<file path="src/bsl_pkg.sv">
// shared types and constants for the backtracking step ladder
package bsl_pkg;

  localparam int STEP_FRAC_BITS = 16;
  localparam int STEP_W         = STEP_FRAC_BITS + 1;
  localparam int RATIO_W        = STEP_FRAC_BITS;
  localparam int RES_W          = 32;
  localparam int COUNT_W        = 8;
  localparam int CFG_IDX_W      = 8;
  localparam int CFG_DATA_W     = 32;

  localparam logic [STEP_W-1:0]  STEP_ONE      = STEP_W'(1) << STEP_FRAC_BITS;
  localparam logic [STEP_W-1:0]  FLOOR_DEFAULT = STEP_W'((2 ** STEP_FRAC_BITS + 500) / 1000);
  localparam logic [RATIO_W-1:0] RATIO_DEFAULT = RATIO_W'(2 ** (STEP_FRAC_BITS - 1));
  localparam logic [COUNT_W-1:0] BUDGET_DEFAULT = COUNT_W'(1);
  localparam logic [COUNT_W-1:0] COUNT_MAX      = {COUNT_W{1'b1}};

  typedef enum logic {
    KIND_START = 1'b0,
    KIND_TRIAL = 1'b1
  } kind_t;

  typedef enum logic [1:0] {
    DEC_CONTINUE  = 2'd0,
    DEC_ACCEPT    = 2'd1,
    DEC_EXHAUSTED = 2'd2
  } decision_t;

  typedef enum logic [CFG_IDX_W-1:0] {
    REG_FLOOR_STEP   = CFG_IDX_W'(0),
    REG_SHRINK_RATIO = CFG_IDX_W'(1),
    REG_TRIAL_BUDGET = CFG_IDX_W'(2),
    REG_LEGACY_MODE  = CFG_IDX_W'(3)
  } reg_idx_t;

  typedef struct packed {
    logic              kind;
    logic [STEP_W-1:0] first_step;
    logic [RES_W-1:0]  residual;
  } in_word_t;

  typedef struct packed {
    logic [1:0]        decision;
    logic [STEP_W-1:0] next_step;
    logic [STEP_W-1:0] final_step;
  } out_word_t;

  typedef struct packed {
    logic [STEP_W-1:0]  floor_step;
    logic [RATIO_W-1:0] shrink_ratio;
    logic [COUNT_W-1:0] trial_budget;
    logic               legacy_mode;
  } cfg_t;

  typedef struct packed {
    logic [STEP_W-1:0]  step_now;
    logic [RES_W-1:0]   ref_res;
    logic [STEP_W-1:0]  best_step;
    logic [RES_W-1:0]   best_res;
    logic               have_best;
    logic [COUNT_W-1:0] trial_count;
    logic               contracted;
  } search_t;

endpackage

</file>
<file path="src/bsl_cfg.sv">
// configuration register bank for the step ladder
module bsl_cfg (
  input  logic                            clk,
  input  logic                            rst_n,
  input  logic                            wr_en,
  input  logic [bsl_pkg::CFG_IDX_W-1:0]   wr_index,
  input  logic [bsl_pkg::CFG_DATA_W-1:0]  wr_data,
  output bsl_pkg::cfg_t                   cfg
);

  bsl_pkg::cfg_t cfg_r;

  always_ff @(posedge clk) begin
    if (!rst_n) begin
      cfg_r.floor_step   <= bsl_pkg::FLOOR_DEFAULT;
      cfg_r.shrink_ratio <= bsl_pkg::RATIO_DEFAULT;
      cfg_r.trial_budget <= bsl_pkg::BUDGET_DEFAULT;
      cfg_r.legacy_mode  <= 1'b0;
    end else if (wr_en) begin
      case (wr_index)
        bsl_pkg::REG_FLOOR_STEP:   cfg_r.floor_step   <= wr_data[bsl_pkg::STEP_W-1:0];
        bsl_pkg::REG_SHRINK_RATIO: cfg_r.shrink_ratio <= wr_data[bsl_pkg::RATIO_W-1:0];
        bsl_pkg::REG_TRIAL_BUDGET: cfg_r.trial_budget <= wr_data[bsl_pkg::COUNT_W-1:0];
        bsl_pkg::REG_LEGACY_MODE:  cfg_r.legacy_mode  <= wr_data[0];
        default: ;
      endcase
    end
  end

  assign cfg = cfg_r;

endmodule

</file>
<file path="src/bsl_core.sv">
// next search state and result word for one input word
module bsl_core (
  input  bsl_pkg::in_word_t  item,
  input  bsl_pkg::cfg_t      cfg,
  input  bsl_pkg::search_t   st,
  output bsl_pkg::search_t   st_nxt,
  output bsl_pkg::out_word_t res
);

  localparam int PROD_W = bsl_pkg::STEP_W + bsl_pkg::RATIO_W;

  logic [bsl_pkg::STEP_W-1:0]  flr;
  logic [bsl_pkg::RATIO_W-1:0] ratio;
  logic [bsl_pkg::COUNT_W-1:0] budget;
  logic [PROD_W-1:0]           prod;
  logic [bsl_pkg::STEP_W-1:0]  shrunk;
  logic [bsl_pkg::COUNT_W-1:0] count_inc;
  bsl_pkg::decision_t          dec;

  always_comb begin
    if (cfg.floor_step == '0) begin
      flr = bsl_pkg::FLOOR_DEFAULT;
    end else if (cfg.floor_step > bsl_pkg::STEP_ONE) begin
      flr = bsl_pkg::STEP_ONE;
    end else begin
      flr = cfg.floor_step;
    end
    ratio  = (cfg.shrink_ratio == '0) ? bsl_pkg::RATIO_DEFAULT : cfg.shrink_ratio;
    budget = (cfg.trial_budget == '0) ? bsl_pkg::BUDGET_DEFAULT : cfg.trial_budget;
  end

  // truncating fixed point product, then raised to the floor
  assign prod   = PROD_W'(st.step_now) * PROD_W'(ratio);
  assign shrunk = prod[bsl_pkg::STEP_FRAC_BITS +: bsl_pkg::STEP_W];

  assign count_inc = (st.trial_count < bsl_pkg::COUNT_MAX) ?
                     st.trial_count + bsl_pkg::COUNT_W'(1) : st.trial_count;

  always_comb begin
    st_nxt = st;
    dec    = bsl_pkg::DEC_CONTINUE;
    if (item.kind == bsl_pkg::KIND_START) begin
      if (item.first_step == '0 || item.first_step > bsl_pkg::STEP_ONE) begin
        st_nxt.step_now = bsl_pkg::STEP_ONE;
      end else begin
        st_nxt.step_now = item.first_step;
      end
      st_nxt.ref_res     = item.residual;
      st_nxt.best_step   = '0;
      st_nxt.best_res    = '0;
      st_nxt.have_best   = 1'b0;
      st_nxt.trial_count = '0;
      st_nxt.contracted  = 1'b0;
    end else begin
      st_nxt.trial_count = count_inc;
      // a tie with the best residual keeps the older step
      if (!st.have_best || item.residual < st.best_res) begin
        st_nxt.best_step = st.step_now;
        st_nxt.best_res  = item.residual;
        st_nxt.have_best = 1'b1;
      end
      if (item.residual <= st.ref_res) begin
        st_nxt.contracted = 1'b1;
        dec = bsl_pkg::DEC_ACCEPT;
      end else if (count_inc >= budget) begin
        dec = bsl_pkg::DEC_EXHAUSTED;
      end else if (st.step_now <= flr) begin
        dec = bsl_pkg::DEC_EXHAUSTED;
      end else if (count_inc == budget - bsl_pkg::COUNT_W'(1)) begin
        // last rung goes straight to the floor
        st_nxt.step_now = flr;
      end else begin
        st_nxt.step_now = (shrunk < flr) ? flr : shrunk;
      end
    end
  end

  always_comb begin
    res.decision  = dec;
    res.next_step = st_nxt.step_now;
    if (st_nxt.contracted || cfg.legacy_mode) begin
      res.final_step = st_nxt.step_now;
    end else if (st_nxt.have_best) begin
      res.final_step = st_nxt.best_step;
    end else begin
      res.final_step = st_nxt.step_now;
    end
  end

endmodule

</file>
<file path="src/backtracking_step_ladder.sv">
// top level of the backtracking step ladder: input stage, search state, result stage
//
//   channel  direction  handshake                 word
//   in_      in         in_valid / in_ready       bsl_pkg::in_word_t
//   out_     out        out_valid / out_ready     bsl_pkg::out_word_t
//   cfg_     in         cfg_valid / cfg_ready     cfg_index, cfg_data
//
// one word per cycle sustained while out_ready is high; a word passes the input register, then the result register
// the search state is updated as a word leaves the input register, so the next word
// sees it through the combinational core (one 17x16 multiply, compares)
// reset loads the register defaults and a fresh search at step 1.0, both stages empty
// with out_ready low the result holds, one more word fills the input register, then
// in_ready drops; cfg_ready is always high
module backtracking_step_ladder (
  input  logic                            clk,
  input  logic                            rst_n,
  input  logic                            in_valid,
  output logic                            in_ready,
  input  bsl_pkg::in_word_t               in_data,
  output logic                            out_valid,
  input  logic                            out_ready,
  output bsl_pkg::out_word_t              out_data,
  input  logic                            cfg_valid,
  output logic                            cfg_ready,
  input  logic [bsl_pkg::CFG_IDX_W-1:0]   cfg_index,
  input  logic [bsl_pkg::CFG_DATA_W-1:0]  cfg_data
);

  bsl_pkg::cfg_t      cfg;
  bsl_pkg::in_word_t  item_r;
  logic               item_vld_r;
  bsl_pkg::search_t   st_r;
  bsl_pkg::search_t   st_nxt;
  bsl_pkg::out_word_t res_nxt;
  bsl_pkg::out_word_t res_r;
  logic               res_vld_r;
  logic               advance;

  assign cfg_ready = 1'b1;

  bsl_cfg u_cfg (
    .clk      (clk),
    .rst_n    (rst_n),
    .wr_en    (cfg_valid),
    .wr_index (cfg_index),
    .wr_data  (cfg_data),
    .cfg      (cfg)
  );

  bsl_core u_core (
    .item   (item_r),
    .cfg    (cfg),
    .st     (st_r),
    .st_nxt (st_nxt),
    .res    (res_nxt)
  );

  // result stage can take a word when empty or being drained
  assign advance  = !res_vld_r || out_ready;
  assign in_ready = !item_vld_r || advance;

  always_ff @(posedge clk) begin
    if (!rst_n) begin
      item_vld_r <= 1'b0;
    end else if (in_ready) begin
      item_vld_r <= in_valid;
    end
  end

  always_ff @(posedge clk) begin
    if (in_ready && in_valid) begin
      item_r <= in_data;
    end
  end

  always_ff @(posedge clk) begin
    if (!rst_n) begin
      st_r.step_now    <= bsl_pkg::STEP_ONE;
      st_r.ref_res     <= '0;
      st_r.best_step   <= '0;
      st_r.best_res    <= '0;
      st_r.have_best   <= 1'b0;
      st_r.trial_count <= '0;
      st_r.contracted  <= 1'b0;
    end else if (item_vld_r && advance) begin
      st_r <= st_nxt;
    end
  end

  always_ff @(posedge clk) begin
    if (!rst_n) begin
      res_vld_r <= 1'b0;
    end else if (advance) begin
      res_vld_r <= item_vld_r;
    end
  end

  always_ff @(posedge clk) begin
    if (item_vld_r && advance) begin
      res_r <= res_nxt;
    end
  end

  assign out_valid = res_vld_r;
  assign out_data  = res_r;

`ifndef SYNTH
  a_step_nonzero: assert property (@(posedge clk) disable iff (!rst_n)
    st_r.step_now != '0 && st_r.step_now <= bsl_pkg::STEP_ONE)
    else $error("current step out of range");

  a_accept_latched: assert property (@(posedge clk) disable iff (!rst_n)
    res_vld_r && res_r.decision == bsl_pkg::DEC_ACCEPT |-> st_r.contracted)
    else $error("accepted result without latched contraction");

  a_stall_full: assert property (@(posedge clk) disable iff (!rst_n)
    !in_ready |-> item_vld_r && res_vld_r && !out_ready)
    else $error("input stalled with room in the pipeline");

  a_best_after_trial: assert property (@(posedge clk) disable iff (!rst_n)
    st_r.trial_count == '0 |-> !st_r.have_best && !st_r.contracted)
    else $error("best or contraction set before any trial");

  a_state_hold: assert property (@(posedge clk) disable iff (!rst_n)
    !(item_vld_r && advance) |=> $stable(st_r))
    else $error("search state moved without a word");
`endif

endmodule
</file>
<file path="config.mk">
export PLATFORM = sky130hd
export DESIGN_NAME = backtracking_step_ladder
export DESIGN_NICKNAME = d
export VERILOG_FILES = /design/src/bsl_pkg.sv /design/src/bsl_cfg.sv /design/src/bsl_core.sv /design/src/backtracking_step_ladder.sv
export SDC_FILE = /design/constraint.sdc
export NUM_CORES = 1
export LEC_CHECK = 0
export ABC_AREA = 1
export BUFFER_PORTS_ARGS = -buffer_cell sky130_fd_sc_hd__buf_2
export CORE_ASPECT_RATIO = 1.1
export CORE_MARGIN = 2
export CORE_UTILIZATION = 45
export CTS_CLUSTER_SIZE = 40
export DETAILED_ROUTE_END_ITERATION = 8
export HOLD_SLACK_MARGIN = 0.08
export PLACE_DENSITY = 0.63
export SLEW_MARGIN = 20
export SYNTH_ARGS = -nofsm -noshare
export SYNTH_HDL_FRONTEND = slang
export SYNTH_SLANG_ARGS = --single-unit
export TNS_END_PERCENT = 30
</file>
<file path="constraint.sdc">
create_clock -name clk -period 8 [get_ports clk]
set_input_delay 1.6 -clock clk [delete_from_list [all_inputs] [get_ports clk]]
set_output_delay 1.6 -clock clk [all_outputs]
set_load 0.01 [all_outputs]
</file>
==> metrics, run 1 <==
Pins Over Slew Limit=0; Clock Path Buffers=3; Die Ht=237 um; CP arrival=8080 ps; Max VDD drop=0.191 mV; fillers=4,700; Tmin final=7810 ps; Ys Warns=0; FMAX=128 MHz; CP required=8280 ps; GRT Overall Usage=0.246; cell taking the most area after synthesis=fa_1; Final setup viols=0; WL met1=26,200 um; Non-Filler Instances=3,777; DRT iter0 DRCs=1,342; Max Fanout on Critical Path=6; Lkg Pwr=13.1 nW; top post-synthesis cells by area=fa_1 19%, dfxtp_1 14%, nand2_1 13%; post-synth cell types=50; ys flop type=dfxtp_1; max cap viols=0; clk sinks=238; initial antenna violation count=2; FP Rows=85; area grow syn2layout=15.3%; H-tree levels=1; CP Launch Type=flop; internal power=0.00209 W; vias in the first global route=19,800; wire length per cell=16.5 um; GRT Residual Overflow=0; dpl cell area=24,100 um^2; post-synth net total=3,464; First-pass DRT Iterations=7; max layer used=met4; ratio of final minimum period to clock period=0.976; hold path startpoint=st_r[60]; WS Path Type=flop to flop; Num CTS Buffers=23; first-pass GRT wire length=101,000 um; HP Class=flop to flop; fin nets=3,618; RR Startpoint=u_cfg.cfg[20]; Comb power frac=0.193; Starting Density=0.455; CTS tree=done; Gate Count Post-Synth=2,953; Port Buffers=117; Routed Antenna Nets=0; met2 WL=31,200 um; setup TNS=0 ps; Mean Syn Cell Area=7.53 um^2; Post-synth EDFFs=86; outcome=complete, no violations; CP max-delay cell=fa_1; Syn Std Cell Area=22,200 um^2; Boundary Pins=134; power per cell area=115 nW/um^2; total core area=48,900 um^2; critical path endpoint category=flop; CTS Hold Bufs=0; Psw=0.000863 W; fin area=25,700 um^2; switching fraction of total power=0.293; Seq/Total Area, Yosys=0.253; Detail Route met3 WL=2890 um; Post-Route Skew=25.1 ps; final WL=62,500 um; post-synth top area share=0.186; Final Hold Fails=0; CP startpoint=u_cfg.cfg[20]; fin util=0.524; Final GP Congestion=0.909; vias per inst=5.11; CTS root buffer=clkbuf_16; slew margin rel.=0.342; clock slew at reported path FFs=60 ps; die width=216 um; Seq pwr share=0.461; dpl cells=3,718; Worst-Margin Slew=983 ps; leading cell type in the layout, fill and taps excluded=nand2_1; Post-Place Worst Slack=-271 ps; largest net degree at the start of global routing=85; via count=19,303; Critical Path Max Stage Delay=540 ps; commonest non-fill, non-tap cells in the layout=726 x nand2_1, 613 x inv_1, 208 x a21oi_1; post-synthesis register bit count=238; final worst slack=193 ps; drt drc=0; clock power share=0.346; layout cells sized above 1=0.150; die footprint=51,200 um^2; post-detail-place hpwl=48,000 um; Async SR Flop Fraction=0; clk_lat worst skew=530 ps
logic make-up (layout without fill, tap and decap cells):
group	Yosys count	after routing	synth area share
AOI/OAI and AO/OA	365	365	0.0857
xor gates and xnor gates	10	10	0.00394
adders and majority gates	416	416	0.304
DFF	238	238	0.253
buffers and inverters	752	920	0.131
and+or+nand+nor	1171	1173	0.222
other	1	3	0.000169
worst max-delay path, delay by kind of cell (launching register included):
family                     cells  cell delay (ps)
DFF                            1              320
adders and majority gates      8             3440
AOI/OAI and AO/OA              6             1040
buffers and inverters          8              930
and+or+nand+nor               17             1820
layout make-up:
cell class                      count  area [um^2]  share of cell area
Clock buffer                       34          638              0.0249
Timing Repair Buffer              254         1730              0.0675
Antenna cell                        2         5.00            0.000195
Sequential cell                   238         5630               0.219
Inverter                          625         2360              0.0921
Clock inverter                      7         43.8             0.00171
Tap cell                          652          816              0.0318
Multi-Input combinational cell   1965        14400               0.562
timing repair:
item	CTS	global route
pin swaps	8	72
gates resized for setup	19	150
endpoints found under the hold margin	0	0
setup endpoints to repair	51	51
gates cloned	0	4
setup buffers	0	12
power groups by stage:
stage | Sequential (W) | Combinational, W | Clock, W
4_1_cts | 0.00136 | 0.000527 | 0.00105
3_5_place_dp | 0.00138 | 0.000522 | 0
5_1_grt | 0.00136 | 0.000633 | 0.00109
2_1_floorplan | 0.00137 | 0.000326 | 0
3_3_place_gp | 0.00138 | 0.000510 | 0
6_report | 0.00136 | 0.000569 | 0.00102
stage by stage:
stage,power [W],hold WS [ps]
floorplan,0.00170,428
global route,0.00309,480
CTS,0.00294,461
detailed placement,0.00191,452
finish,0.00295,458
global placement,0.00189,442
cell usage after synthesis (8+ instances only):
library cell / number
nand2_1: 778
inv_1: 619
a21oi_1: 223
ha_1: 209
fa_1: 207
dfxtp_1: 152
nand3_1: 146
nor2_1: 141
o21ai_0: 108
clkbuf_1: 90
edfxtp_1: 86
nand4_1: 25
nand2_2: 19
buf_1: 18
nand3b_1: 18
nor4_1: 12
a211oi_1: 9
nand3_2: 9
buf_2: 8
o211ai_1: 8
worst paths after layout:
path                   to  cells after the start  slack (ps)
max reg2reg  out_data[26]                     39         190
min reg2reg      st_r[60]                      2         460
min              st_r[60]                      2         460
max          out_data[26]                     39         190
per-layer routing:
metal	vias up	global-route usage
li1	9439	-
met1	9215	0.310
met2	523	0.445
met3	126	0.0180
met4	0	0.0824
met5	-	0
registers in the layout, indices dropped and copies added, names as in the netlist:
signal,count
u_cfg.cfg,42
item_r,50
st_r,108
out_valid,1
out_data,36
item_vld_r,1
No activity file was read; power rests on OpenSTA's default activity.
==> run 2, diff against run 1 <==
--- a/config.mk
+++ b/config.mk
@@ -5,7 +5,7 @@
 export SDC_FILE = /design/constraint.sdc
 export NUM_CORES = 1
 export LEC_CHECK = 0
-export ABC_AREA = 1
+export ABC_AREA = 0
 export BUFFER_PORTS_ARGS = -buffer_cell sky130_fd_sc_hd__buf_2
 export CORE_ASPECT_RATIO = 1.1
 export CORE_MARGIN = 2
==> metrics, run 2 <==
post-synthesis register bit count=238; initial antenna violation count=0; met2 WL=30,000 um; failing checks=negative setup slack; via count=17,194; CP Launch Type=flop; Final Hold Fails=0; Biggest register=st_r; CTS root buffer=clkbuf_16; r2r setup slk=-110 ps; Max Fanout on Critical Path=7; fin util=0.551; Hold EP=st_r[65]; Mean Syn Cell Area=9.13 um^2; die footprint=49,400 um^2; GRT Residual Overflow=0; post-synth cell types=70; FP Rows=83; post-detail-place hpwl=45,200 um; WHS Path Cells=2; fillers=4,247; Syn Std Cell Area=21,400 um^2; Non-Filler Instances=3,211; top post-synthesis cells by area=fa_1 19%, dfxtp_1 14%, ha_1 12%; largest net degree at the start of global routing=84; Comb power frac=0.163; Max VDD drop=0.181 mV; cell taking the most area after synthesis=fa_1; drt drc=0; Detail Route met3 WL=2820 um; wire length per cell=18.4 um; dpl cell area=23,800 um^2; layout cells sized above 1=0.208; Critical Path Max Stage Delay=560 ps; CTS Hold Bufs=0; Seq/Total Area, Yosys=0.262; final WL=59,000 um; ratio of final minimum period to clock period=1.01; critical path depth in cells=33; clock slew at reported path FFs=70 ps; WS Path Type=flop to flop; max layer used=met4; fin nets=3,068; CP max-delay cell=fa_1; switching fraction of total power=0.269; Seq pwr share=0.460; FMAX=123 MHz; area grow syn2layout=20.3%; Tmin final=8110 ps; outcome=finished, violations left; first-pass GRT wire length=95,500 um; clk_lat worst skew=540 ps; CP startpoint=u_cfg.cfg[17]; HP Class=flop to flop; Clock Path Buffers=3; DRT iter0 DRCs=934; Boundary Pins=134; RSZ-0062 raised after global routing=yes; WL met1=24,000 um; Ys Warns=0; n_diodes=0; hold path startpoint=st_r[65]; crit-path leading delay family=adder cells; Lkg Pwr=11.3 nW; RR Startpoint=u_cfg.cfg[17]; CTS tree=done; final worst slack=-112 ps; Post-Place Worst Slack=-718 ps; Worst-Margin Slew=1040 ps; Port Buffers=117; critical path endpoint category=flop; Num CTS Buffers=24; Gate Count Post-Synth=2,349; most common cell in the netlist=inv_1; ys flop type=dfxtp_1; Reg2Reg Depth=33; post-synth top area share=0.193; leading cell type in the layout, fill and taps excluded=inv_1; power per cell area=113 nW/um^2; Post-Route Skew=22.8 ps; max reg flops=108; Psw=0.000785 W; vias per inst=5.35; Post-synth EDFFs=86; CP bufs+invs=8; slew margin rel.=0.308; Starting Density=0.458; dpl cells=3,143; die width=212 um; CP arrival=8350 ps; vias in the first global route=18,048; clock power share=0.377; Final GP Congestion=0.890; fin area=25,800 um^2; most frequent CP cell=fa_1; internal power=0.00213 W; post-synth net total=2,860; Routed Antenna Nets=0; GRT Overall Usage=0.246; Async SR Flop Fraction=0; Die Ht=233 um; R2R Path End=out_data[9]; commonest non-fill, non-tap cells in the layout=325 x inv_1, 302 x nand2_1, 201 x fa_1; First-pass DRT Iterations=5; Synth top cells by count=335 x inv_1, 317 x nand2_1, 209 x ha_1; Pins Over Slew Limit=0; CP required=8240 ps; Final setup viols=36; total core area=46,800 um^2; clk sinks=238; max cap viols=0; H-tree levels=1
## run 2: cell count changes after synthesis, moves of 93 or more
cell / delta
nor2_1: -97
nand3_1: -113
and2_1: +137
nor2b_1: +93
a21oi_1: -146
inv_1: -284
nand2_1: -461
## run 2: cell type report
type                       count  area [um^2]  share of cell area
sequential                   238         5660               0.219
inverter                     336         1260              0.0489
clock inverter                 9         50.0             0.00194
multi-input combinational   1643        15000               0.583
timing repair buffer         314         2280              0.0883
clock buffer                  34          721              0.0280
tap                          637          797              0.0309
## run 2: worst register-to-register path, delay by kind of cell, from the launching register on
family,cells,cell delay [ps]
adders and majority gates,8,3470
and+or+nand+nor,5,880
buffers and inverters,8,1060
DFF,1,340
AOI/OAI and AO/OA,11,1890
xor gates and xnor gates,1,170
## run 2: stage by stage
stage | power [W] | hold WS (ps) | TNS [ps]
finish | 0.00292 | 461 | -2130
detailed placement | 0.00179 | 458 | -30530
floorplan | 0.00161 | 438 | 0
CTS | 0.00292 | 467 | -809
global placement | 0.00179 | 446 | -24850
global route | 0.00304 | 491 | -15340
## run 2: power by group through the flow
stage          sequential (W)  clock, W  combinational [W]
2_1_floorplan         0.00136         0           0.000253
5_1_grt               0.00135   0.00117           0.000523
6_report              0.00134   0.00110           0.000475
4_1_cts               0.00134   0.00112           0.000454
3_5_place_dp          0.00137         0           0.000426
3_3_place_gp          0.00137         0           0.000419
## run 2: kinds of logic after synthesis
kind of cell,share of synthesized area
compound gates,0.126
xor+xnor,0.00858
fa+ha+maj,0.315
buf+inv,0.0836
flops,0.262
mux,0.0311
other cells,0.000175
simple gates,0.173
## run 2: how the worst max path moves through the flow
stage / end / slack (ps)
floorplan: out_data[3] / 0.6
global placement: out_data[13] / -630
detailed placement: out_data[11] / -720
CTS: st_r[92] / -70
global route: out_data[16] / -390
finish: out_data[9] / -110
## run 2: layer usage
metal,track usage,vias up
li1,-,8218
met1,0.297,8475
met2,0.443,388
met3,0.0331,113
met4,0.0922,0
met5,0,-
## run 2: what timing repair did
| action | 4_1_cts | 5_1_grt |
|---|---|---|
| resized for setup | 140 | 92 |
| setup endpoints to repair | 51 | 51 |
| setup buffers | 17 | 9 |
| pin swaps | 98 | 53 |
| cloned | 3 | 0 |
==> run 3, diff against run 2 <==
--- a/config.mk
+++ b/config.mk
@@ -5,15 +5,14 @@
 export SDC_FILE = /design/constraint.sdc
 export NUM_CORES = 1
 export LEC_CHECK = 0
-export ABC_AREA = 0
 export BUFFER_PORTS_ARGS = -buffer_cell sky130_fd_sc_hd__buf_2
-export CORE_ASPECT_RATIO = 1.1
 export CORE_MARGIN = 2
 export CORE_UTILIZATION = 45
 export CTS_CLUSTER_SIZE = 40
 export DETAILED_ROUTE_END_ITERATION = 8
 export HOLD_SLACK_MARGIN = 0.08
 export PLACE_DENSITY = 0.63
+export SETUP_SLACK_MARGIN = 0.4
 export SLEW_MARGIN = 20
 export SYNTH_ARGS = -nofsm -noshare
 export SYNTH_HDL_FRONTEND = slang
==> metrics, run 3 (synthesis results as in run 2) <==
power per cell area=117 nW/um^2; initial antenna violation count=0; internal power=0.00221 W; CP arrival=8530 ps; Comb power frac=0.155; final WL=58,800 um; outcome=finished, violations left; GRT Residual Overflow=0; GRT Overall Usage=0.242; CTS Hold Bufs=0; RR Startpoint=u_cfg.cfg[12]; clock slew at reported path FFs=70 ps; Pins Over Slew Limit=0; CP required=8220 ps; Final GP Congestion=0.935; CTS tree=done; Boundary Pins=134; WHS Path Cells=2; vias in the first global route=18,185; area grow syn2layout=20.2%; clk sinks=238; commonest non-fill, non-tap cells in the layout=327 x inv_1, 312 x nand2_1, 201 x fa_1; max reg flops=108; failing checks=negative setup slack; First-pass DRT Iterations=5; Port Buffers=117; FMAX=120 MHz; RSZ-0062 raised after global routing=yes; Clock Path Buffers=3; CTS root buffer=clkbuf_16; WS Path Type=flop to flop; H-tree levels=1; Starting Density=0.458; Routed Antenna Nets=0; largest net degree at the start of global routing=97; fillers=4,201; leading cell type in the layout, fill and taps excluded=inv_1; Seq pwr share=0.449; die footprint=49,400 um^2; Final setup viols=49; Reg2Reg Depth=32; Post-Route Skew=19.6 ps; hold path startpoint=st_r[73]; Hold EP=st_r[73]; Worst-Margin Slew=1030 ps; CP Launch Type=flop; Die Ht=222 um; Tmin final=8310 ps; Biggest register=st_r; first-pass GRT wire length=95,900 um; Num CTS Buffers=24; final worst slack=-315 ps; CP max-delay cell=fa_1; slew margin rel.=0.312; fin nets=3,084; most frequent CP cell=buf_4; dpl cells=3,118; FP Rows=79; Max Fanout on Critical Path=7; vias per inst=5.44; n_diodes=0; drt drc=0; clk_lat worst skew=540 ps; wire length per cell=18.4 um; Post-Place Worst Slack=-487 ps; Max VDD drop=0.194 mV; clock power share=0.396; ratio of final minimum period to clock period=1.04; total core area=46,800 um^2; Psw=0.000787 W; Lkg Pwr=11.4 nW; Critical Path Max Stage Delay=550 ps; via count=17,407; Final Hold Fails=0; r2r setup slk=-310 ps; max cap viols=0; switching fraction of total power=0.262; HP Class=flop to flop; Non-Filler Instances=3,198; die width=222 um; post-detail-place hpwl=45,100 um; critical path endpoint category=flop; layout cells sized above 1=0.208; R2R Path End=out_data[7]; fin util=0.551; DRT iter0 DRCs=850
-- run 3: what timing repair did --
item                       in CTS  in global routing
resized for setup              77                 90
pin swaps                      52                 49
cloned                          1                  0
setup endpoints to repair      51                 51
buffers inserted               23                 12
-- run 3: critical path: cells and delay by family, from the launching register on --
| family | cells | cell delay [ps] |
|---|---|---|
| DFF | 1 | 360 |
| and+or+nand+nor | 4 | 630 |
| adders and majority gates | 8 | 3480 |
| AOI/OAI and AO/OA | 11 | 2450 |
| buffers and inverters | 8 | 950 |
| xor gates and xnor gates | 1 | 120 |
-- run 3: worst max path at each step --
stage	depth (start not counted)	to	from
after floorplan	30	out_data[3]	u_cfg.cfg[11]
after global placement	30	out_data[1]	u_cfg.cfg[11]
after detailed placement	30	out_data[1]	u_cfg.cfg[11]
after CTS	31	out_data[1]	u_cfg.cfg[15]
after global routing	31	out_data[7]	u_cfg.cfg[17]
final	32	out_data[7]	u_cfg.cfg[12]
-- run 3: stage by stage --
stage                     total power, W  hold WS [ps]  cell area (um^2)  TNS [ps]
final                            0.00300           463             25800     -8230
after global routing             0.00313           484             25800    -21120
after CTS                        0.00302           466             25300     -2940
after detailed placement         0.00180           457             23900    -19670
after global placement           0.00179           446             23900    -16910
after floorplan                  0.00162           438             21800         0
-- run 3: layout make-up --
type                            count  area (um^2)  area share
Multi-Input combinational cell   1641        14900       0.578
Sequential cell                   238         5660       0.220
Timing Repair Buffer              332         2360      0.0914
Inverter                          336         1260      0.0490
Tap cell                          607          759      0.0295
Clock buffer                       34          701      0.0272
Clock inverter                     10          135     0.00525
-- run 3: routing by layer --
| metal | GRT usage | up-vias | share of wire |
|---|---|---|---|
| met5 | 0 | - | 0 |
| met4 | 0.0804 | 0 | 0.031 |
| met3 | 0.0262 | 108 | 0.046 |
| met2 | 0.431 | 456 | 0.50 |
| met1 | 0.306 | 8600 | 0.42 |
| li1 | - | 8243 | - |
-- run 3: power by group through the flow --
stage | clock network, W | registers (W) | logic, W
CTS | 0.00122 | 0.00135 | 0.000446
global route | 0.00127 | 0.00135 | 0.000513
global placement | 0 | 0.00137 | 0.000417
floorplan | 0 | 0.00136 | 0.000260
finish | 0.00119 | 0.00135 | 0.000465
detailed placement | 0 | 0.00137 | 0.000426
